### config.mk
export PLATFORM = sky130hd
export DESIGN_NAME = arq_round_shift
export DESIGN_NICKNAME = d
export VERILOG_FILES = /design/src/sv/arq_pkg.sv /design/src/sv/arq_round_shift.sv
export SDC_FILE = /design/constraint.sdc
export NUM_CORES = 1
export LEC_CHECK = 0
export BUFFER_PORTS_ARGS = -buffer_cell sky130_fd_sc_hd__buf_4
export CORE_UTILIZATION = 60
export CTS_BUF_LIST = sky130_fd_sc_hd__clkbuf_8
export DETAILED_ROUTE_END_ITERATION = 16
export GPL_ROUTABILITY_DRIVEN = 0
export HOLD_SLACK_MARGIN = 0.05
export PLACE_DENSITY = 0.93
export SYNTH_ARGS = -nofsm -noshare
export SYNTH_HDL_FRONTEND = slang
export SYNTH_SLANG_ARGS = --single-unit
### constraint.sdc
create_clock -name clk -period 7.7 [get_ports clk]
set_clock_uncertainty 0.15 [all_clocks]
set_input_delay 0.77 -clock clk [delete_from_list [all_inputs] [get_ports clk]]
set_output_delay 0.77 -clock clk [all_outputs]
set_load 0.02 [all_outputs]
### src/sv/arq_pkg.sv
// Shared types and constants for the affine requantizer.
// Used by every module of the block except arq_checker; depends on nothing.
package arq_pkg;

	localparam int PIXEL_W = 8;
	localparam int WORD_W = 32;
	localparam int PROD_W = 64;
	localparam int MULT_W = 31;
	localparam int SHIFT_W = 6;
	localparam int CFG_DATA_W = 31;
	localparam int CFG_INDEX_W = 2;

	localparam logic [CFG_INDEX_W-1:0] CFG_MULTIPLIER = 2'd0;
	localparam logic [CFG_INDEX_W-1:0] CFG_SHIFT_AMOUNT = 2'd1;
	localparam logic [CFG_INDEX_W-1:0] CFG_OUT_ZERO_POINT = 2'd2;

	localparam logic [MULT_W-1:0] MULT_RESET = 31'd1073741824;
	localparam logic [SHIFT_W-1:0] SHIFT_RESET = 6'd31;
	localparam logic [PIXEL_W-1:0] ZP_RESET = 8'd0;

	typedef struct packed {
		logic [MULT_W-1:0] multiplier;
		logic [SHIFT_W-1:0] shift_amount;
		logic [PIXEL_W-1:0] out_zero_point;
	} arq_cfg_t;

endpackage

### src/sv/arq_round_shift.sv
// Stages 3 and 4: add the round-half-up offset, then shift right arithmetically.
// Depends on arq_pkg.
module arq_round_shift
	import arq_pkg::*;
(
	input  logic               clk,
	input  logic               arst_n,
	input  arq_cfg_t           cfg,
	input  logic               in_valid,
	output logic               in_ready,
	input  logic [PROD_W-1:0]  prod,
	output logic               out_valid,
	input  logic               out_ready,
	output logic [WORD_W-1:0]  shifted
);

	logic              v_s3;
	logic              v_s4;
	logic              rdy_s4;
	logic [PROD_W-1:0] sum_s3;
	logic [WORD_W-1:0] shifted_s4;
	logic [PROD_W-1:0] rnd;
	logic [PROD_W-1:0] shifted_full;

	// A zero shift adds no offset and passes the product through.
	assign rnd = (cfg.shift_amount == '0) ? '0
		: (PROD_W'(1) << (cfg.shift_amount - SHIFT_W'(1)));

	assign shifted_full = $unsigned($signed(sum_s3) >>> cfg.shift_amount);

	assign rdy_s4 = !v_s4 || out_ready;
	assign in_ready = !v_s3 || rdy_s4;

	always_ff @(posedge clk or negedge arst_n) begin
		if (!arst_n) begin
			v_s3 <= 1'b0;
			v_s4 <= 1'b0;
		end else begin
			if (in_ready) begin
				v_s3 <= in_valid;
			end
			if (rdy_s4) begin
				v_s4 <= v_s3;
			end
		end
	end

	always_ff @(posedge clk) begin
		if (in_ready && in_valid) begin
			sum_s3 <= prod + rnd;
		end
		if (rdy_s4 && v_s3) begin
			shifted_s4 <= shifted_full[WORD_W-1:0];
		end
	end

	assign out_valid = v_s4;
	assign shifted = shifted_s4;

endmodule

Yosys cells after proc, flatten, opt, wreduce, memory -nomap -nowiden
Cells that the tools add are included.

Input bits: 113. Bits in registers: 98.

Multiplexer cells: 1. Shift operators: 2. Reduce and logical (&&, ||, !) cells: 7. $add $sub $neg: 2.

Operators by type and width (number): $add A64 B64 Y64 (1); $mux W64 (1); $shl A1 B6 Y64 const A (1); $sshr A64 B6 Y32 (1); $logic_not A6 Y1 (1); $sub A6 B1 Y6 const B (1); $logic_and A1 B1 Y1 (2); $logic_not A1 Y1 (2); $logic_or A1 B1 Y1 (2).

Longest topological paths before layout
Gate-level depths: netlist of run 1.

Depth in word-level cells: 4. Gate-level depth with buffers: 19. Depth with buffers taken out: 14.

Worst setup path before layout of run 1
Ideal clock, no wire load.

Kind: input port to flip-flop. Start point: in cfg[8] in the netlist's numbering. End point: reg sum_s3[52], data pin. Required time: 7.271 ns. Slack: 3.144 ns. Data arrival time: 4.128 ns. Cell stages on the path: 18. Path buffers: 4. Cell sequence: buf_2 -> buf_6 -> buf_4 -> buf_4 -> nor2_1 -> nand2_1 -> xnor2_1 -> nand2_1 -> nor2_1 -> ha_1 -> o211ai_1 -> o211ai_1 -> a31o_2 -> a211oi_2 -> o31a_1 -> o211ai_2 -> a2111oi_1 -> a311oi_2.

Cells in the longest elaborated chain, start to end: 4. Elaborated cells between the ends (all ways): 5. Those cells by class: add/sub (2); shift (1); mux (1); reduce/logical (1).

Ends and longest elaborated chain: from (decl) (line arq_round_shift.sv:8) `input arq_cfg_t cfg,`; $sub A6 B1 Y6 (line arq_round_shift.sv:27) `: (PROD_W'(1) << (cfg.shift_amount - SHIFT_W'(1)));`; $shl A1 B6 Y64 (line arq_round_shift.sv:27); $mux W64 * (line arq_round_shift.sv:26) `assign rnd = (cfg.shift_amount == '0) ? '0`; $add A64 B64 Y64 * (line arq_round_shift.sv:50) `sum_s3 <= prod + rnd;`; to (signal assigned) (line arq_round_shift.sv:50); to (decl) (line arq_round_shift.sv:20) `logic [PROD_W-1:0] sum_s3;`.

Every way passes the cells marked *; elsewhere a longest branch is shown, timed or not. A chain may end at the register's enable or synchronous reset.

Worst setup path in the final report of run 1
Start point: in cfg[13] in the netlist's numbering. End point: reg sum_s3[52], data pin.

Same word-level chain as after synthesis.

==> results.md, run 1 <==
- Status: complete, no violations
- Placed cell area: 0.0113 sq mm
- Worst setup EP type: register
- Final hold vios: 0
- Critical path's top delay family: compound AO/OA/AOI/OAI gates
- Die Y-Extent: 135 um
- Post-route cell area: roughly 0.012 sq mm
- TritonCTS Buffers: 9
- Detailed router's first-iteration violation count: 1,470
- Warnings, synthesis: 0
- Routed Antenna Nets: 0
- Synth cell types: 76
- Crit path depth: 14
- Worst VDD drop: between 0.0001 and 0.00015 V
- First-pass GRT wire length: 45,800 um
- I/O Pins: 147
- Cell area after synthesis: about 0.011 sq mm
- Total global routing overflow: 0
- GRT Util Overall: 32.2%
- RSZ-0062 raised after global routing: false
- CTS Buffer Depth: 2
- Worst setup SP type: primary input
- Ant diodes: 0
- Total Power: roughly 1.5 mW
- Ys async rst share: under 10%
- Cell Rows: between 40 and 50
- Layout Nets: about 1,400
- Final setup violation count: 0
- Critical path endpoint: sum_s3[52]$_DFFE_PP_
- Share of layout cells above drive strength 1: between 10% and 20%
- Core Box Area: about 0.017 sq mm
- Root buffer cell: clkbuf_8
- Slew margin rel.: between 20 and 25%
- Synth Instances: between 1,000 and 1,500
- Via density: roughly 6.8
- # resized after CTS: 0
- Avg Cell Area, Syn: approximately 8.8 sq um
- PortBufs: ~110
- CTS tree: built
- Leakage power: approximately 4.8 nW
- Area Overhead vs Synth: 9.20%
- WP buf/inv: 2
- Wire length per cell: between 15 and 20 um
- Synthesized Nets: around 1,400
- Yosys reg bits: 98
- Worst Max-Slew Pin Slew: roughly 1.2 ns
- Slew Limit Fails: 0
- Starting density of the core: 61.3%
- R2r endpoint: shifted[16]$_DFFE_PP_
- DRC Markers: 0
- MaxCap Viol Count: 0
- R2r setup slk: approximately 5.2 ns
- Setup TNS: 0 ns
- CTS clk-pin slew, worst paths: around 0.090 ns
- Critical path startpoint: cfg[13]
- Hpwl dp: around 22,000 um
- Crit path largest cell delay: roughly 0.71 ns
- Die area: 0.0181 sq mm
- Hold Crit Class: register to register
- Crit-path cells: buf_4 > inv_1 > nand3_1 > nor2_1 > ha_1 > fa_1 > a211oi_1 > o211ai_1 > a31o_2 > a211oi_2 > o31a_1 > o211ai_2 > a2111oi_1 > a311oi_2
- Vias: approximately 10,000
- Largest net degree at the start of global routing: ~70
- Number of flops mapped to enable cells by yosys: 96
- Drt total wl: 29,000 um
- Main synth FF type: edfxtp_1
- PwrDens: around 130 mW/mm^2
- Initial antenna violation count: 0
- Clk Latency, worst-skew pair: roughly 0.37 ns
- Worst r2r src: sum_s3[19]$_DFFE_PP_
- Post-CTS Setup Repair Bufs: 0
- WP data required: about 7.7 ns
- Vias in the first global route: between 9,000 and 10,000
- Crit path kind: primary input to register
- WHS: 0.344 ns
- Final Cycle Share: 71.3%
- CTS H-tree depth: 3
- Slowest cell on the critical path: inv_1
- Worst R2R Path Depth: 7
- Clk sinks: approximately 100
- Crit Path Max Fanout: 65
- Data arrival, critical path: approximately 5.4 ns
- Die width: between 100 and 150 um
- Fmax: 182 MHz
- Seq/Total Area, Yosys: approximately 28%
- Minimum clock period: 5.49 ns
- Router iterations before antenna repair: 9
where the power goes:
| part | leakage (nW) | total, mW | internal (mW) | switching (mW) |
|---|---|---|---|---|
| Combinational | 3.74 | 0.515 | 0.212 | 0.303 |
| Sequential | 0.942 | 0.671 | 0.645 | 0.0252 |
| Clock | 0.0989 | 0.325 | 0.150 | 0.175 |
| Total | 4.79 | 1.51 | 1.01 | 0.504 |
per-layer routing:
| metal | track usage [%] | vias to the layer above | share of wire (%) |
|---|---|---|---|
| li1 | - | 4580 | - |
| met1 | 43.2 | 4565 | 38 |
| met2 | 49.9 | 772 | 44 |
| met3 | 4.28 | 154 | 12 |
| met4 | 19.4 | 0 | 6.1 |
| met5 | 0 | - | 0 |
layout make-up:
| type | instances | area, sq um |
|---|---|---|
| Clock buffer | 9 | 124 |
| Clock inverter | 7 | 67.6 |
| Multi-Input combinational cell | 996 | 7180 |
| Fill cell | 1294 | 5700 |
| Tap cell | 225 | 282 |
| Sequential cell | 98 | 2930 |
| Inverter | 26 | 97.6 |
| Timing Repair Buffer | 113 | 851 |
synth_stat cells, types with 3 or more instances:
master    instances  area (sq um)
and4_1            3          26.3
ha_1             63           788
nor4_1            4          25.0
or3_1             3          18.8
mux2i_1          73           731
a311oi_1          4          35.0
a21oi_1         101           505
o21a_1           25           188
o211ai_1         29           218
a21o_1           34           255
nand3_1          21           105
nor3_1           20           100
nor2b_1           7          43.8
o21bai_1         14           105
buf_1            16          60.1
mux4_2           34           766
nand4_1          20           125
nand2_1         135           507
xnor2_1          39           342
buf_4             5          37.5
mux2_2           29           327
edfxtp_1         96          2880
buf_2             9          45.0
a211oi_1         20           150
inv_1            24          90.1
xor2_1           21           184
a31oi_1          13          81.3
o21ai_0          69           345
o21ai_1           5          25.0
nand2b_1          7          43.8
a21boi_0          3          22.5
and2_1           11          68.8
or2_2             4          25.0
o31ai_1           5          37.5
clkbuf_1         50           188
nor2_1          136           510
state kept, by name, summed over array words and instances, names as in the netlist:
register / cells
sum_s3: 64
v_s3: 1
shifted: 32
out_valid: 1
through the flow:
stage / std cells / utilization, % / worst slack [ns]
5_1_grt: 1474 / 66.9 / 2.13
6_report: 1474 / 66.9 / 2.21
3_5_place_dp: 1457 / 65.8 / 2.07
4_1_cts: 1474 / 66.9 / 2.45
3_3_place_gp: 1457 / 65.8 / 2.22
2_1_floorplan: 1202 / - / 3.14
logic make-up (layout without fill, tap and decap cells):
logic type      Yosys count  after routing  share of synthesized area, %
mux                     136            136                          17.3
flops                    98             98                          27.8
buf+inv                 108            155                          4.26
fa+ha+maj                64             64                          7.65
simple gates            377            377                          15.6
xor+xnor                 60             60                          4.97
compound gates          359            359                          22.5
worst min-delay path by stage:
stage / startpoint / to / slack (ns) / cells past startpoint
floorplan: v_s3$_DFFE_PN0N_ / out_valid$_DFFE_PN0P_ / 0.30 / 1
global placement: v_s3$_DFFE_PN0N_ / out_valid$_DFFE_PN0P_ / 0.32 / 1
detailed placement: v_s3$_DFFE_PN0N_ / out_valid$_DFFE_PN0P_ / 0.32 / 1
CTS: v_s3$_DFFE_PN0N_ / out_valid$_DFFE_PN0P_ / 0.35 / 1
global route: v_s3$_DFFE_PN0N_ / out_valid$_DFFE_PN0P_ / 0.37 / 1
finish: v_s3$_DFFE_PN0N_ / out_valid$_DFFE_PN0P_ / 0.34 / 1
timing repair:
action | CTS | global route
hold buffers | 1 | 0
endpoints found under the hold margin | 2 | 0
endpoints found under the setup margin | 0 | 0
cells in the final DEF (no fill, tap or decap), types with 10 or more instances in the layout:
cell type	count
xnor2_1	39
nor3_1	20
o21bai_1	14
mux4_2	34
mux2_2	29
a21o_1	34
ha_1	63
nand2_1	135
inv_1	25
o21a_1	25
a211oi_1	20
a31oi_1	13
buf_4	112
mux2i_1	73
o21ai_0	69
nand3_1	21
nand4_1	20
and2_1	10
nor2_1	136
a21oi_1	101
xor2_1	21
edfxtp_1	96
o211ai_1	29
No activity file was read; power rests on OpenSTA's default activity.
==> run 2: changes to the inputs <==
--- a/config.mk
+++ b/config.mk
@@ -5,13 +5,14 @@
 export SDC_FILE = /design/constraint.sdc
 export NUM_CORES = 1
 export LEC_CHECK = 0
+export ABC_AREA = 1
 export BUFFER_PORTS_ARGS = -buffer_cell sky130_fd_sc_hd__buf_4
 export CORE_UTILIZATION = 60
 export CTS_BUF_LIST = sky130_fd_sc_hd__clkbuf_8
 export DETAILED_ROUTE_END_ITERATION = 16
 export GPL_ROUTABILITY_DRIVEN = 0
 export HOLD_SLACK_MARGIN = 0.05
-export PLACE_DENSITY = 0.93
+export PLACE_DENSITY = 0.91
 export SYNTH_ARGS = -nofsm -noshare
 export SYNTH_HDL_FRONTEND = slang
 export SYNTH_SLANG_ARGS = --single-unit
==> constraint.sdc (replaced) <==
create_clock -name clk -period 5.55 [get_ports clk]
set_clock_uncertainty 0.15 [all_clocks]
set_input_delay 0.555 -clock clk [delete_from_list [all_inputs] [get_ports clk]]
set_output_delay 0.555 -clock clk [all_outputs]
set_load 0.02 [all_outputs]
==> results.md, run 2 <==
- I/O Pins: 147 (unchanged)
- Synth cell types: 31 (-59%)
- Final Cycle Share: 75.6%
- Vias in the first global route: 14,000 (+54%)
- Seq/Total Area, Yosys: 22.0% (-5.7 points)
- Via density: 5.80 (-15%)
- Cell Rows: 54 (+13%)
- Clk sinks: 98 (unchanged)
- TritonCTS Buffers: 9 (unchanged)
- Status: complete, no violations
- Largest net degree at the start of global routing: 106 (+49%)
- Worst setup SP type: primary input
- Crit-path cells: buf_4 > nor2_8 > nand2_2 > nor2_4 > inv_2 > nor2_8 > xor2_4 > inv_2 > nor2_1 > ha_1 > fa_1 > nand3_1 > nand3_1 > nand2_1 > nand2_1 > nand2_1 > nand2_1 > nand2_1 > nand2_1 > nand2_1 > nand3_1 > nand2_1
- Minimum clock period: ~4.2 ns
- Vias: 15,900 (+58%)
- CTS Buffer Depth: 2 (unchanged)
- Post-route cell area: 0.0144 sq mm (+25%)
- Final setup violation count: 0 (unchanged)
- Yosys top cell by area: nand2_1
- Most frequent cells in the layout: nand2_1 (1,032), inv_1 (360), nand3_1 (356)
- Ys async rst share: 2.04% (unchanged)
- Initial antenna violation count: 0 (unchanged)
- Sequential cell area: 0.00293 sq mm (unchanged)
- Worst VDD drop: 0.000111 V (+7.1%)
- Detailed router's first-iteration violation count: 2,426 (+65%)
- Largest Register: sum_s3
- PortBufs: 107 (unchanged)
- Max FFs per register: 64 (unchanged)
- # fillers: 2,030 (+57%)
- Most common cell in the synthesized netlist: nand2_1
- Leakage power: 8.18 nW (+71%)
- Slew Limit Fails: 0 (unchanged)
- Top cells by count, synth: nand2_1 (1,032), inv_1 (363), nand3_1 (356)
- First-pass GRT wire length: 67,800 um (+48%)
- Crit Path Max Fanout: 39 (-40%)
- DRC Markers: 0 (unchanged)
- Router iterations before antenna repair: 9 (unchanged)
- Ant diodes: 0 (unchanged)
- Crit path largest cell delay: 0.41 ns (-0.30 ns)
- Share of layout cells above drive strength 1: 6.66% (-11 points)
- Area contributors post-synth: nand2_1 (29%), edfxtp_1 (22%), nand3_1 (13%)
- Yosys reg bits: 98 (unchanged)
- Worst setup EP type: register
- Area Overhead vs Synth: 7.91%
- Starting density of the core: 61.2% (-0.10 points)
- Die width: 151 um (+12%)
- Avg Cell Area, Syn: 5.52 sq um (-37%)
- Clk Latency, worst-skew pair: 0.39 ns (+0.02 ns)
- MaxCap Viol Count: 0 (unchanged)
- Layout Nets: 2,634 (+85%)
- Total Power: 2.21 mW (+46%)
- Slowest cell on the critical path: xor2_4
- Hold Crit Class: primary input to register
- Drt total wl: 42,800 um (+47%)
- CTS tree: built
- Fmax: between 200 and 250 MHz
- Main synth FF type: edfxtp_1
- Core Box Area: 0.0218 sq mm (+26%)
- Final hold vios: 0 (unchanged)
- PwrDens: 154 mW/mm^2 (+17%)
- Data arrival, critical path: 4.16 ns (-1.28 ns)
- Setup TNS: 0 ns (unchanged)
- Cell area after synthesis: 0.0133 sq mm (+26%)
- # resized after CTS: 0 (unchanged)
- Cell mode on critical path: nand2_1
- RSZ-0062 raised after global routing: false
- Slew margin rel.: 42.6% (+20 points)
- Placed cell area: 0.0142 sq mm (+25%)
- Die area: 0.0228 sq mm (+26%)
- Root buffer cell: clkbuf_8
- Die Y-Extent: 151 um (+12%)
- CTS H-tree depth: 3 (unchanged)
- Multi-input logic area: 0.00860 sq mm (+20%)
- Total global routing overflow: 0 (unchanged)
- Synth top area share: 29.1% (+1.8 points)
- Post-CTS Setup Repair Bufs: 0 (unchanged)
- GRT Util Overall: 38.7% (+6.5 points)
- CTS clk-pin slew, worst paths: 0.10 ns (about the same)
- Synth Instances: 2,413 (+100%)
- Hpwl dp: 33,700 um (+51%)
- Synthesized Nets: 2,590 (+88%)
- WP data required: 5.51 ns (-2.14 ns)
- Wire length per cell: 15.6 um (-21%)
- Worst Max-Slew Pin Slew: 0.861 ns (-0.301 ns)
- Crit path kind: primary input to register
- Most common cell after layout, fill and taps aside: nand2_1
- Routed Antenna Nets: 0 (unchanged)
- Number of flops mapped to enable cells by yosys: 96 (unchanged)
- Warnings, synthesis: 0 (unchanged)
[run 2: cell types whose count changed in the layout (fill, tap and decap cells not counted), sizes merged, moves of 29 or more]
cell   change
nand2    +898
mux2      -29
a21oi     -61
nor2      +57
nand3    +335
o21ai     -31
xnor2     -39
mux2i     -73
a21o      -36
mux4      -34
inv      +343
[run 2: logic make-up (layout without fill, tap and decap cells)]
| group | Yosys count | in the layout | synth area share, % |
|---|---|---|---|
| AO/OA/AOI/OAI | 129 | 129 | 5.68 |
| XOR/XNOR | 32 | 32 | 2.25 |
| buffers and inverters | 457 | 506 | 13.4 |
| AND/OR/NAND/NOR | 1633 | 1633 | 50.6 |
| flip-flops | 98 | 98 | 22.0 |
| adder cells (fa/ha/maj) | 64 | 64 | 6.07 |
[run 2: worst max-delay path, delay by kind of cell]
kind	cells	cell delay, ns
AND/OR/NAND/NOR	16	2.05
buffers and inverters	3	0.63
XOR/XNOR	1	0.41
adder cells (fa/ha/maj)	2	0.50
[run 2: what timing repair did]
item,CTS,global route
endpoints found under the setup margin,0,0
hold endpoints to repair,2,0
hold buffers,1,0
[run 2: routing by layer]
layer	share of wire, %	routed length (um)	up-vias	global-route usage [%]
li1	-	-	7667	-
met1	37	16000	6947	49.5
met2	44	19000	1088	62.6
met3	12	5230	199	5.51
met4	6.2	2650	0	22.0
met5	0	0	-	0
[run 2: cell type report]
cell class / instances / area share (%)
Multi-Input combinational cell: 1858 / 59.9
Sequential cell: 98 / 20.4
Inverter: 369 / 9.64
Timing Repair Buffer: 121 / 6.34
Tap cell: 280 / 2.44
Clock buffer: 9 / 0.862
Clock inverter: 7 / 0.427
[run 2: report_power, final]
| part | internal (mW) | switching, mW |
|---|---|---|
| sequential | 0.906 | 0.0276 |
| clock | 0.172 | 0.277 |
| combinational | 0.265 | 0.561 |
[run 2: path summary, 6_finish.rpt]
path / startpoint / cells past startpoint / endpoint / slack (ns)
worst max-delay path: cfg[9] / 22 / sum_s3[46]$_DFFE_PP_ / 1.35
worst min-delay path: in_valid / 3 / v_s3$_DFFE_PN0N_ / 0.24
worst max register to register: sum_s3[34]$_DFFE_PP_ / 9 / shifted[2]$_DFFE_PP_ / 3.49
worst min register to register: v_s3$_DFFE_PN0N_ / 2 / out_valid$_DFFE_PN0P_ / 0.37
max in group asynchronous: arst_n / 2 / out_valid$_DFFE_PN0P_ / 4.83
min in group asynchronous: arst_n / 2 / v_s3$_DFFE_PN0N_ / 0.34
[run 2: through the flow]
| stage | hold slack (ns) | utilization [%] | worst slack (ns) | cells |
|---|---|---|---|---|
| finish | 0.245 | 66.0 | 1.35 | 2742 |
| global route | 0.253 | 66.0 | 1.14 | 2742 |
| global placement | 0.187 | 65.1 | 1.24 | 2725 |
| detailed placement | 0.189 | 65.1 | 1.10 | 2725 |
| floorplan | 0.109 | - | 2.21 | 2413 |
| CTS | 0.257 | 66.0 | 1.49 | 2742 |
