## config.mk

```make
export PLATFORM = sky130hd
export DESIGN_NAME = arq_clamp
export DESIGN_NICKNAME = d
export VERILOG_FILES = /design/src/sv/arq_pkg.sv /design/src/sv/arq_clamp.sv
export SDC_FILE = /design/constraint.sdc
export NUM_CORES = 1
export LEC_CHECK = 0
export BUFFER_PORTS_ARGS = -buffer_cell sky130_fd_sc_hd__clkbuf_2
export CAP_MARGIN = 20
export CORE_MARGIN = 1
export CORE_UTILIZATION = 43
export CTS_CLUSTER_SIZE = 16
export DETAILED_ROUTE_END_ITERATION = 10
export PLACE_DENSITY = 0.81
export SYNTH_ARGS = -nofsm -noshare
export SYNTH_HDL_FRONTEND = slang
export SYNTH_SLANG_ARGS = --single-unit
```

## constraint.sdc

```tcl
create_clock -name clk -period 1.41 [get_ports clk]
set_input_delay 0.2115 -clock clk [delete_from_list [all_inputs] [get_ports clk]]
set_output_delay 0.2115 -clock clk [all_outputs]
set_load 0.01 [all_outputs]
```

## src/sv/arq_pkg.sv

```systemverilog
// Shared types and constants for the affine requantizer.
// Used by every module of the block except arq_checker; depends on nothing.
package arq_pkg;

	localparam int PIXEL_W = 8;
	localparam int WORD_W = 32;
	localparam int PROD_W = 64;
	localparam int MULT_W = 31;
	localparam int SHIFT_W = 6;
	localparam int CFG_DATA_W = 31;
	localparam int CFG_INDEX_W = 2;

	localparam logic [CFG_INDEX_W-1:0] CFG_MULTIPLIER = 2'd0;
	localparam logic [CFG_INDEX_W-1:0] CFG_SHIFT_AMOUNT = 2'd1;
	localparam logic [CFG_INDEX_W-1:0] CFG_OUT_ZERO_POINT = 2'd2;

	localparam logic [MULT_W-1:0] MULT_RESET = 31'd1073741824;
	localparam logic [SHIFT_W-1:0] SHIFT_RESET = 6'd31;
	localparam logic [PIXEL_W-1:0] ZP_RESET = 8'd0;

	typedef struct packed {
		logic [MULT_W-1:0] multiplier;
		logic [SHIFT_W-1:0] shift_amount;
		logic [PIXEL_W-1:0] out_zero_point;
	} arq_cfg_t;

endpackage

```

## src/sv/arq_clamp.sv

```systemverilog
// Stage 5: add the output zero point and saturate the low word to 0..255.
// Depends on arq_pkg.
module arq_clamp
	import arq_pkg::*;
(
	input  logic               clk,
	input  logic               arst_n,
	input  arq_cfg_t           cfg,
	input  logic               in_valid,
	output logic               in_ready,
	input  logic [WORD_W-1:0]  shifted,
	output logic               out_valid,
	input  logic               out_ready,
	output logic [PIXEL_W-1:0] result
);

	logic               v_s5;
	logic [PIXEL_W-1:0] result_s5;
	logic [WORD_W-1:0]  r32;
	logic [PIXEL_W-1:0] sat;

	assign r32 = shifted + {{(WORD_W-PIXEL_W){1'b0}}, cfg.out_zero_point};

	// The low word is read as signed: negative clamps to 0, large to 255.
	always_comb begin
		if (r32[WORD_W-1]) begin
			sat = '0;
		end else if (|r32[WORD_W-2:PIXEL_W]) begin
			sat = '1;
		end else begin
			sat = r32[PIXEL_W-1:0];
		end
	end

	assign in_ready = !v_s5 || out_ready;

	always_ff @(posedge clk or negedge arst_n) begin
		if (!arst_n) begin
			v_s5 <= 1'b0;
		end else if (in_ready) begin
			v_s5 <= in_valid;
		end
	end

	always_ff @(posedge clk) begin
		if (in_ready && in_valid) begin
			result_s5 <= sat;
		end
	end

	assign out_valid = v_s5;
	assign result = result_s5;

endmodule

```

Word-level counts from Yosys, hierarchy flattened

Index checks and enable logic that the tools add are counted.

Shift operators: 0
$mul: 0
Div/mod/pow operators: 0
Bitwise operators: 0
Reduce and logical (&&, ||, !) cells: 4
Magnitude comparators: 0
Equality and inequality tests: 0
Mux-type cells: 1
Add/sub/neg operators: 1

Operator list:

| operator               | number |
|---|---|
| adder 32 x 8 -> 32 bit | 1 |
| OR reduction 23 bit    | 1 |
| two-way mux 8 bit      | 1 |
| logical AND 1 bit      | 1 |
| zero test 1 bit        | 1 |
| logical OR 1 bit       | 1 |

Memories: 0
RAM bits: 0
Bits in latches: 0
Input bits: 81
Register bits: 9
Bits in read-only memories: 0

Longest topological paths before layout

Gate-level depths: netlist (run 1).

Depth after elaboration: 3
Depth in mapped cells: 10
Depth with buffers taken out: 9

Worst setup path after synthesis (run 1)

No wires, ideal clock.

Kind: input to register
Start point: in cfg[0] (netlist name)
End point: reg result_s5[0], in the netlist result[0], data pin
Data arrival time: 2.599 ns
Library setup time: 0.282 ns
Stages: 9
Path buffers: 0
Setup slack: -1.471 ns
Cell sequence: ha_1 > fa_1 > a211oi_1 > o211ai_4 > and2_1 > a2111oi_0 > o22ai_1 > nor4_2 > a21oi_1

Word-level cells in the longest chain between the ends: 3

RTL lines:

| item                     | RTL line        | text |
|---|---|---|
| from (decl)              | arq_clamp.sv:8  | `input arq_cfg_t cfg,` |
| adder 32 x 8 -> 32 bit * | arq_clamp.sv:22 | `assign r32 = shifted + {{(WORD_W-PIXEL_W){1'b0}}, cfg.out_zero_point};` |
| OR reduction 23 bit      | arq_clamp.sv:28 | `end else if (\|r32[WORD_W-2:PIXEL_W]) begin` |
| two-way mux 8 bit        | arq_clamp.sv:28 |  |
| to (signal assigned)     | arq_clamp.sv:47 | `result_s5 <= sat;` |
| to (decl)                | arq_clamp.sv:18 | `logic [PIXEL_W-1:0] result_s5;` |

Mark *: on every way between the ends. The rest lies on a longest branch, timed or not.
A chain may end at the register's enable or synchronous reset.

Worst setup path after layout (run 1)

Start point: in cfg[7] (netlist name)
End point: reg result_s5[5], in the netlist result[5], data pin

Same word-level chain as after synthesis.

==> results of run 1 <==
-- final timing paths --
| check | from | cells after the start | endpoint | slack [ps] |
|---|---|---|---|---|
| max in group asynchronous | arst_n | 2 | out_valid | 1070 |
| worst max register to register | out_valid | 2 | result[5] | 240 |
| min in group asynchronous | arst_n | 2 | out_valid | 250 |
| worst min-delay path | in_valid | 2 | out_valid | 150 |
| worst max-delay path | cfg[7] | 11 | result[5] | -1010 |
| worst min register to register | out_valid | 2 | out_valid | 540 |
-- kinds of logic after synthesis --
logic type / after synthesis / synth area share
AND/OR/NAND/NOR: 81 / 0.364
AO/OA/AOI/OAI: 55 / 0.263
XOR/XNOR: 10 / 0.0601
adder cells (fa/ha/maj): 9 / 0.0825
flip-flops: 9 / 0.182
buffers and inverters: 8 / 0.0275
multiplexers: 3 / 0.0206
-- through the flow --
stage,setup slack [ps],area (sq um),total power (W),cells
finish,-1010,2380,0.00114,333
global route,-1160,2380,0.00122,333
CTS,-1030,2350,0.00112,333
detailed placement,-1450,2260,0.000909,328
global placement,-1440,2260,0.000893,328
floorplan,-1160,1500,0.000600,175
-- placed cells by master (no fill, tap or decap), drive strengths merged, types with 2 or more instances in the layout --
master	n
buf	63
and4	2
mux2i	3
nand4b	2
or4	3
nand2b	2
ha	8
a21o	3
a2111oi	3
xor2	6
nand4	11
nor2	9
a211o	2
nand3	15
and3	5
xnor2	4
a211oi	6
o211ai	4
a31oi	3
o22ai	3
a21oi	18
nor4	3
o21ai	5
edfxtp	8
o311a	2
inv	3
nand2	7
nor3	13
clkbuf	54
and2	4
-- flip-flops by register name, summed over array words and instances, names as in the netlist --
| register | count |
|---|---|
| out_valid | 1 |
| result | 8 |
-- critical path, stage by stage --
cell and delay (ps):
sky130_fd_sc_hd__clkbuf_2 80, sky130_fd_sc_hd__ha_1 330, sky130_fd_sc_hd__nand3_1 170, sky130_fd_sc_hd__or3_4 460, sky130_fd_sc_hd__a21oi_2 210, sky130_fd_sc_hd__buf_4 160, sky130_fd_sc_hd__nand4b_1 100, sky130_fd_sc_hd__o311a_1 160
sky130_fd_sc_hd__nor4_4 300, sky130_fd_sc_hd__buf_6 170, sky130_fd_sc_hd__a21oi_1 70
-- final cells by class --
| cell class | count | area share |
|---|---|---|
| Multi-Input combinational cell | 158 | 0.529 |
| Timing Repair Buffer | 115 | 0.320 |
| Sequential cell | 9 | 0.111 |
| Tap cell | 44 | 0.0231 |
| Clock buffer | 3 | 0.00945 |
| Inverter | 3 | 0.00473 |
| Clock inverter | 1 | 0.00210 |
-- timing repair --
item                                   4_1_cts  5_1_grt
setup endpoints to repair                    8        8
hold buffers                                 1        0
endpoints found under the hold margin        1        0
pin swaps                                    9        4
gates resized for setup                     11        5
-- per-layer routing --
metal  track usage  wire length, microns  up-vias
li1              -                     -      947
met2         0.499                  2350      105
met3        0.0173                   343       13
met5             0                     0        -
met4        0.0864                   104        0
met1         0.363                  2010      862
-- power by group --
group          internal (W)  switching [W]
Sequential         0.000308     0.00000394
Combinational      0.000308       0.000319
Clock              0.000105      0.0000973
Total              0.000721       0.000421
==> flow_summary.toml, run 1 <==
[placed_design]
place.gp.congestion = 0.891
hpwl_mm = 3.88
place.port_buffers = 53

[global_routing]
antenna_found_initial = 0
grt_max_degree = 11
track_usage = 0.283
gr-total-overflow = 0
vias_in_the_first_global_route = 1727
grt_pass1_wl_mm = 7.78

[run]
cap_violations = 0

[pwr]
p_leak_nw = 1.04
power_density_over_the_cells_nw_per_um2 = 479
vdd_ir_max_mv = 0.235

[synthesis]
synth_cell_types = 51
syn-cell-area_sq_um = 1460
synth.top_cells.by_count = "sky130_fd_sc_hd__a21oi_1 (18), sky130_fd_sc_hd__nand3_1 (15), sky130_fd_sc_hd__nand4_1 (10), sky130_fd_sc_hd__nor2_1 (9)"
synth.yosys.seq_area_share = 0.182
synth.largest_area_cell = "sky130_fd_sc_hd__edfxtp_1"
netlist_top_cells_area = "sky130_fd_sc_hd__edfxtp_1 (16%), sky130_fd_sc_hd__ha_1 (6.9%), sky130_fd_sc_hd__a21oi_1 (6.2%), sky130_fd_sc_hd__nor3_2 (5.5%), sky130_fd_sc_hd__nand3_1 (5.2%)"
synthDominantCellAreaShare = 0.165
synth_edf_count = 8
syn-num-nets = 265
synth_async_sr_flop_share = 0.111
dominantRegCellSynth = "sky130_fd_sc_hd__edfxtp_1"
synth.avg_cell_area_sq_um = 8.32
yosysWarningCount = 0
postSynthCellCount = 175
synthesized_flop_and_latch_total = 9
synth_most_common_cell = "sky130_fd_sc_hd__a21oi_1"

[clock_tree]
clockRootBuffer = "sky130_fd_sc_hd__clkbuf_4"
cts_num_sinks = 9
cts.clk_slew.worst_paths_ps = 60
insertion_delay_ps = 270
numCtsBuffers = 3
clk_path_buf_depth = 2
cts_tree = "yes"
cts_setup_buffers = 0
cts_max_level = 1

[timing]
clock-skew-final_ps = 6.44
tns_ps = -7940
post-route-period-util = 1.71
worst-slew-pin-transition_ps = 359
hold_ws_ps = 150
max_clock_freq_ghz = 0.414
worst_slew_margin_rel = 0.761
finalWorstPathRequiredPeriod_ps = 2420
final_worst_setup_slack_ps = -1010
setup-violations-final = 8
report.final.hold_viol_count = 0
finalMaxSlewViolations = 0
rsz0062_at_grt = "yes"

[route]
dr.pass1.iters = 5
drt-wirelength-per-cell_microns = 14.4
iter_0_drt_violations = 121
drc = 0
routed_vias = 1927
viasPerCell = 5.79
totalWireLength_mm = 4.81
drtAntennaViolNets = 0

[status]
status = "finished with violations"
failed_checks = "negative setup slack"

[layout]
sequential_cell_area_sq_um = 265
num-nets-final = 380
areaGrowthSynthToFinish_pct = 63.6
drive_above_1_share = 0.516
fillerInstances = 215
antenna-diode-count = 0
multi_input_comb_area_sq_um = 1260
final_util = 0.762

[floorplanning]
floorplan.die.height_microns = 60.2
placementRows = 20
design.portCount = 91
die_area_sq_um = 3620
die-width_microns = 60.2
floorplan.initialDensity = 0.466
floorplan.core_area_sq_um = 3130

[hold_path]
timing.hold.worst.class = "in2reg"

[worst_setup_path]
crit_arrival_ps = 2430
setup.worst_path.class = "in2reg"
crit_fanout = 8
cp.required_ps = 1430
type_of_origin_of_the_critical_path = "input port"
worstSetupEndpointType = "register"
(Power assumes the default switching activity.)
==> run 2, diff against run 1 <==
MAX_ROUTING_LAYER = met4   (was default)
==> run 2 against run 1 <==
Against the previous run:
- the flow still finishes with violations (negative setup slack)
- clock power down 2%
- register-to-register slack about the same
- die area unchanged
- combinational power up 6.8%
- via count up 5.6%
- sequential share of layout area down 0.34 points
- utilization up 2.4 points
- power up 3.3%
- sequential power about the same
- worst setup slack better by 17 ps
- wire length up 11%
- design area up 3.2%
- critical path type unchanged
- critical endpoint is now result[4]
- largest cell class unchanged
- highest routed layer unchanged
==> flow_summary.toml, run 2 (same netlist as run 1, synthesis figures left out) <==
[timing]
setup-violations-final = 8
max_clock_freq_ghz = 0.417
final_worst_setup_slack_ps = -988
post-route-period-util = 1.70
worst_slew_margin_rel = 0.711
report.final.hold_viol_count = 0
rsz0062_at_grt = "yes"
worst-slew-pin-transition_ps = 429
finalWorstPathRequiredPeriod_ps = 2400
tns_ps = -7810
finalMaxSlewViolations = 0
clock-skew-final_ps = 0.717

[layout]
post_route_cell_area_sq_um = 2460
num-nets-final = 384
fillerInstances = 219
antenna-diode-count = 0
multi_input_comb_area_sq_um = 1320
final_util = 0.786
final_common_cell = "sky130_fd_sc_hd__buf_4"
areaGrowthSynthToFinish_pct = 68.7
largest_reg_flops = 8
drive_above_1_share = 0.543
commonest_cells_after_routing_fill_and_taps_aside = "sky130_fd_sc_hd__buf_4 (63), sky130_fd_sc_hd__clkbuf_2 (51), sky130_fd_sc_hd__nand3_1 (14)"
sequential_cell_area_sq_um = 265

[status]
status = "finished with violations"
failed_checks = "negative setup slack"

[clock_tree]
clk_path_buf_depth = 2
cts_max_level = 1
cts_tree = "yes"
insertion_delay_ps = 260
cts_num_sinks = 9
cts.clk_slew.worst_paths_ps = 60
clockRootBuffer = "sky130_fd_sc_hd__clkbuf_4"
numCtsBuffers = 3

[floorplanning]
design.portCount = 91
die-width_microns = 60.2
floorplan.initialDensity = 0.466
placementRows = 20
floorplan.core_area_sq_um = 3130
floorplan.die.height_microns = 60.2
die_area_sq_um = 3620

[worst_setup_path]
crit_fanout = 8
worstSetupEndpointType = "register"
crit_arrival_ps = 2410
type_of_origin_of_the_critical_path = "input port"
setup.worst_path.class = "in2reg"
cp.required_ps = 1420

[route]
iter_0_drt_violations = 100
viasPerCell = 6.04
totalWireLength_mm = 5.32
routed_vias = 2034
drtAntennaViolNets = 0
drc = 0
dr.pass1.iters = 5
drt-wirelength-per-cell_microns = 15.8

[placed_design]
standard_cell_area_after_detailed_placement_sq_um = 2270
place.port_buffers = 53
hpwl_mm = 4.02
place.gp.congestion = 0.896

[global_routing]
vias_in_the_first_global_route = 1822
track_usage = 0.296
gr-total-overflow = 0
grt_max_degree = 11
grt_pass1_wl_mm = 7.90
antenna_found_initial = 0

[pwr]
switching_power_of_the_nets_w = 0.000438
power_density_over_the_cells_nw_per_um2 = 480
vdd_ir_max_mv = 0.259
p_leak_nw = 1.07
power_frac_comb = 0.569
netSwitchingFraction = 0.371
power_frac_seq = 0.264
clock_power_share = 0.167
cellInternalPower_w = 0.000742

[run]
cap_violations = 0

[hold_path]
timing.hold.worst.class = "in2reg"
==> run 2: cell count changes in the layout (fill, tap and decap cells not counted), sizes merged <==
cell  change
buf       +4
==> run 2: repair_timing <==
item                                   4_1_cts  5_1_grt
setup buffers                                1        0
gates resized for setup                     14       13
pin swaps                                    8        5
setup endpoints to repair                    8        8
endpoints found under the hold margin        1        0
hold buffers                                 1        0
==> run 2: power groups by stage <==
stage	clock network, W	registers [W]	logic, W
after floorplan	0	0.000326	0.000274
after global placement	0	0.000317	0.000580
after detailed placement	0	0.000318	0.000595
after CTS	0.000199	0.000312	0.000624
after global routing	0.000207	0.000314	0.000719
final	0.000197	0.000312	0.000671
==> run 2: final cells by class <==
class | instances | area share
clock inverter | 1 | 0.00204
sequential | 9 | 0.108
inverter | 3 | 0.00458
clock buffer | 3 | 0.00916
timing repair buffer | 119 | 0.319
multi-input combinational | 158 | 0.535
tap | 44 | 0.0224
==> run 2: final timing paths <==
kind	startpoint	endpoint	slack, ps	depth (start not counted)
max reg2reg	out_valid	result[6]	240	2
min	in_valid	out_valid	150	2
max in group asynchronous	arst_n	out_valid	1070	2
min reg2reg	out_valid	out_valid	550	2
min in group asynchronous	arst_n	out_valid	260	2
max	cfg[5]	result[4]	-990	13
==> run 2: routing by layer <==
metal / wire, microns / track usage / vias to the layer above / part of all wire
met1: 2200 / 0.365 / 936 / 0.41
met5: 0 / - / - / 0
met3: 351 / 0.0130 / 29 / 0.066
met2: 2570 / 0.509 / 121 / 0.48
met4: 200 / 0.103 / 0 / 0.038
li1: - / - / 948 / -
==> run 2: metrics by stage <==
step / std cells / power [W] / worst slack (ps) / hold slack [ps]
CTS: 337 / 0.00114 / -993 / 153
finish: 337 / 0.00118 / -988 / 153
floorplan: 175 / 0.000600 / -1160 / -84.1
global route: 337 / 0.00124 / -1110 / 170
global placement: 331 / 0.000897 / -1370 / -12.4
detailed placement: 331 / 0.000913 / -1360 / -12.7
==> run 2: critical path: stages <==
cell and delay, ps:
sky130_fd_sc_hd__clkbuf_2 110, sky130_fd_sc_hd__ha_4 290, sky130_fd_sc_hd__buf_4 110, sky130_fd_sc_hd__o211ai_1 140
sky130_fd_sc_hd__o211ai_4 270, sky130_fd_sc_hd__buf_6 150, sky130_fd_sc_hd__nand2_4 60, sky130_fd_sc_hd__buf_4 150
sky130_fd_sc_hd__a211oi_2 230, sky130_fd_sc_hd__o22ai_2 140, sky130_fd_sc_hd__nor4_4 310, sky130_fd_sc_hd__buf_6 180
sky130_fd_sc_hd__a21oi_1 70
==> run 3, diff against run 2 <==
CORE_UTILIZATION = 39   (was 43)
PLACE_DENSITY = 0.77   (was 0.81)
RECOVER_POWER = 50   (was default)
clock period = 2 ns   (was 1.41 ns; I/O delays follow)
==> run 3 against run 2 <==
Against the previous run:
- the run still ends with negative setup slack left
- sequential cell count unchanged
- power down 22%
- sequential power down 29%
- die area up 9.9%
- design area up 2.9%
- clock skew about the same
- non-clock buffer count down 1
- clock power up 9.6%
- combinational power down 27%
- global-route usage down 4.7 points
- critical path type unchanged
- critical endpoint is now result[6]
- largest cell class unchanged
- largest power group unchanged
==> flow_summary.toml, run 3 (same netlist as run 1, synthesis figures left out) <==
[global_routing]
track_usage = 0.249
globalRouteMet3Util = 0.0362
gr-usage-met2 = 0.485
gr-total-overflow = 0
antenna_found_initial = 0
grt_most_used_layer = "met2"
vias_in_the_first_global_route = 1833
grt_max_degree = 11
grtUsageMet1 = 0.249
grt_pass1_wl_mm = 7.72

[pwr]
switching_power_of_the_nets_w = 0.000334
netSwitchingFraction = 0.362
p_leak_nw = 1.07
cellInternalPower_w = 0.000590
design_power_total_w = 0.000925
clock_power_share = 0.234
power_frac_seq = 0.239
power_density_over_the_cells_nw_per_um2 = 366
vdd_ir_max_mv = 0.157
power_frac_comb = 0.527

[run]
cap_violations = 0

[floorplanning]
placementRows = 21
die_area_sq_um = 3980
design.portCount = 91
die-width_microns = 63.1
floorplan.die.height_microns = 63.1
floorplan.initialDensity = 0.420
floorplan.core_area_sq_um = 3470

[route]
drc = 0
dr.pass1.iters = 6
iter_0_drt_violations = 147
totalWireLength_mm = 5.52
viasPerCell = 5.94
routed_vias = 2007
drt-wirelength-per-cell_microns = 16.3
drtAntennaViolNets = 0

[clock_tree]
clockRootBuffer = "sky130_fd_sc_hd__clkbuf_8"
insertion_delay_ps = 240
numCtsBuffers = 3
cts_max_level = 1
cts_tree = "yes"
cts_num_sinks = 9
clk_path_buf_depth = 2
cts.clk_slew.worst_paths_ps = 40

[status]
status = "finished with violations"
failed_checks = "negative setup slack"

[hold_path]
timing.hold.worst.class = "in2reg"

[timing]
final_worst_setup_slack_ps = -592
rsz0062_at_grt = "yes"
setup-violations-final = 8
post-route-period-util = 1.30
finalWorstPathRequiredPeriod_ps = 2590
hold_ws_ps = 269
worst-slew-pin-transition_ps = 495
clock-skew-final_ps = 0.665
worst_slew_margin_rel = 0.662
report.final.hold_viol_count = 0
finalMaxSlewViolations = 0
max_clock_freq_ghz = 0.386

[layout]
final_common_cell = "sky130_fd_sc_hd__buf_4"
commonest_cells_after_routing_fill_and_taps_aside = "sky130_fd_sc_hd__buf_4 (62), sky130_fd_sc_hd__clkbuf_2 (43), sky130_fd_sc_hd__nand3_1 (14)"
largest_reg_flops = 8
antenna-diode-count = 0
areaGrowthSynthToFinish_pct = 73.6
num-nets-final = 383
drive_above_1_share = 0.545

[placed_design]
place.port_buffers = 53
place.gp.congestion = 0.962
hpwl_mm = 3.90

[worst_setup_path]
setup.worst_path.class = "in2reg"
cp.required_ps = 1980
crit_fanout = 8
worstSetupEndpointType = "register"
crit_arrival_ps = 2570
type_of_origin_of_the_critical_path = "input port"
-- run 3: changes by cell type in the layout (fill, tap and decap cells not counted), moves of 2 or more --
| cell | change |
|---|---|
| sky130_fd_sc_hd__a21oi_2 | +2 |
| sky130_fd_sc_hd__a211oi_1 | -2 |
| sky130_fd_sc_hd__a21oi_1 | -2 |
| sky130_fd_sc_hd__clkbuf_4 | -3 |
| sky130_fd_sc_hd__a211oi_2 | +2 |
| sky130_fd_sc_hd__nor3_4 | +2 |
| sky130_fd_sc_hd__clkbuf_1 | +9 |
| sky130_fd_sc_hd__clkbuf_8 | +3 |
| sky130_fd_sc_hd__clkbuf_2 | -8 |
-- run 3: repair_timing --
| action | CTS | global route |
|---|---|---|
| pin swaps | 7 | 13 |
| setup endpoints to repair | 8 | 8 |
| gates resized for setup | 9 | 28 |
| hold buffers | 1 | 0 |
| hold endpoints to repair | 1 | 0 |
| cloned | 0 | 0 |
| setup buffers | 0 | 3 |
-- run 3: per-stage QoR --
| step | util | area [sq um] | worst slack (ps) | instances | setup TNS (ps) |
|---|---|---|---|---|---|
| floorplan | - | 1500 | -655 | 175 | -5240 |
| global placement | 0.650 | 2250 | -805 | 330 | -6420 |
| detailed placement | 0.650 | 2250 | -829 | 330 | -6580 |
| CTS | 0.677 | 2350 | -528 | 335 | -4170 |
| global route | 0.729 | 2530 | -680 | 338 | -5120 |
| finish | 0.729 | 2530 | -592 | 338 | -4510 |
-- run 3: layout make-up --
cell class	count	area [sq um]
Tap cell	46	57.6
Sequential cell	9	265
Clock buffer	4	45.0
Multi-Input combinational cell	158	1380
Fill cell	267	940
Timing Repair Buffer	118	766
Inverter	3	11.3
-- run 3: final timing paths --
path                       startpoint         to  slack, ps  depth (start not counted)
setup / recovery               cfg[0]  result[6]       -590                         11
hold / removal               in_valid  out_valid        270                          2
setup reg to reg            out_valid  result[2]        800                          2
hold reg to reg             out_valid  out_valid        590                          2
max in group asynchronous      arst_n  out_valid       1540                          2
min in group asynchronous      arst_n  out_valid        380                          2
-- run 3: power groups by stage --
stage | combinational, W | sequential, W | clock, W
floorplan | 0.000193 | 0.000230 | 0
global placement | 0.000402 | 0.000224 | 0
detailed placement | 0.000408 | 0.000224 | 0
CTS | 0.000420 | 0.000221 | 0.000214
global route | 0.000517 | 0.000222 | 0.000227
finish | 0.000487 | 0.000221 | 0.000216
-- run 3: per-layer routing --
layer / share of wire / wire [microns]
met1: 0.40 / 2180
met2: 0.53 / 2940
met3: 0.037 / 206
met4: 0.035 / 193
met5: 0 / 0
-- run 3: critical path, stage by stage --
cell and delay (ps):
sky130_fd_sc_hd__buf_6 100, sky130_fd_sc_hd__ha_4 150, sky130_fd_sc_hd__fa_2 360, sky130_fd_sc_hd__a211oi_4 310, sky130_fd_sc_hd__o211ai_4 140, sky130_fd_sc_hd__and4_1 190, sky130_fd_sc_hd__o32ai_2 230, sky130_fd_sc_hd__o2111ai_2 160
sky130_fd_sc_hd__nor4_4 350, sky130_fd_sc_hd__buf_6 190, sky130_fd_sc_hd__a21oi_1 90
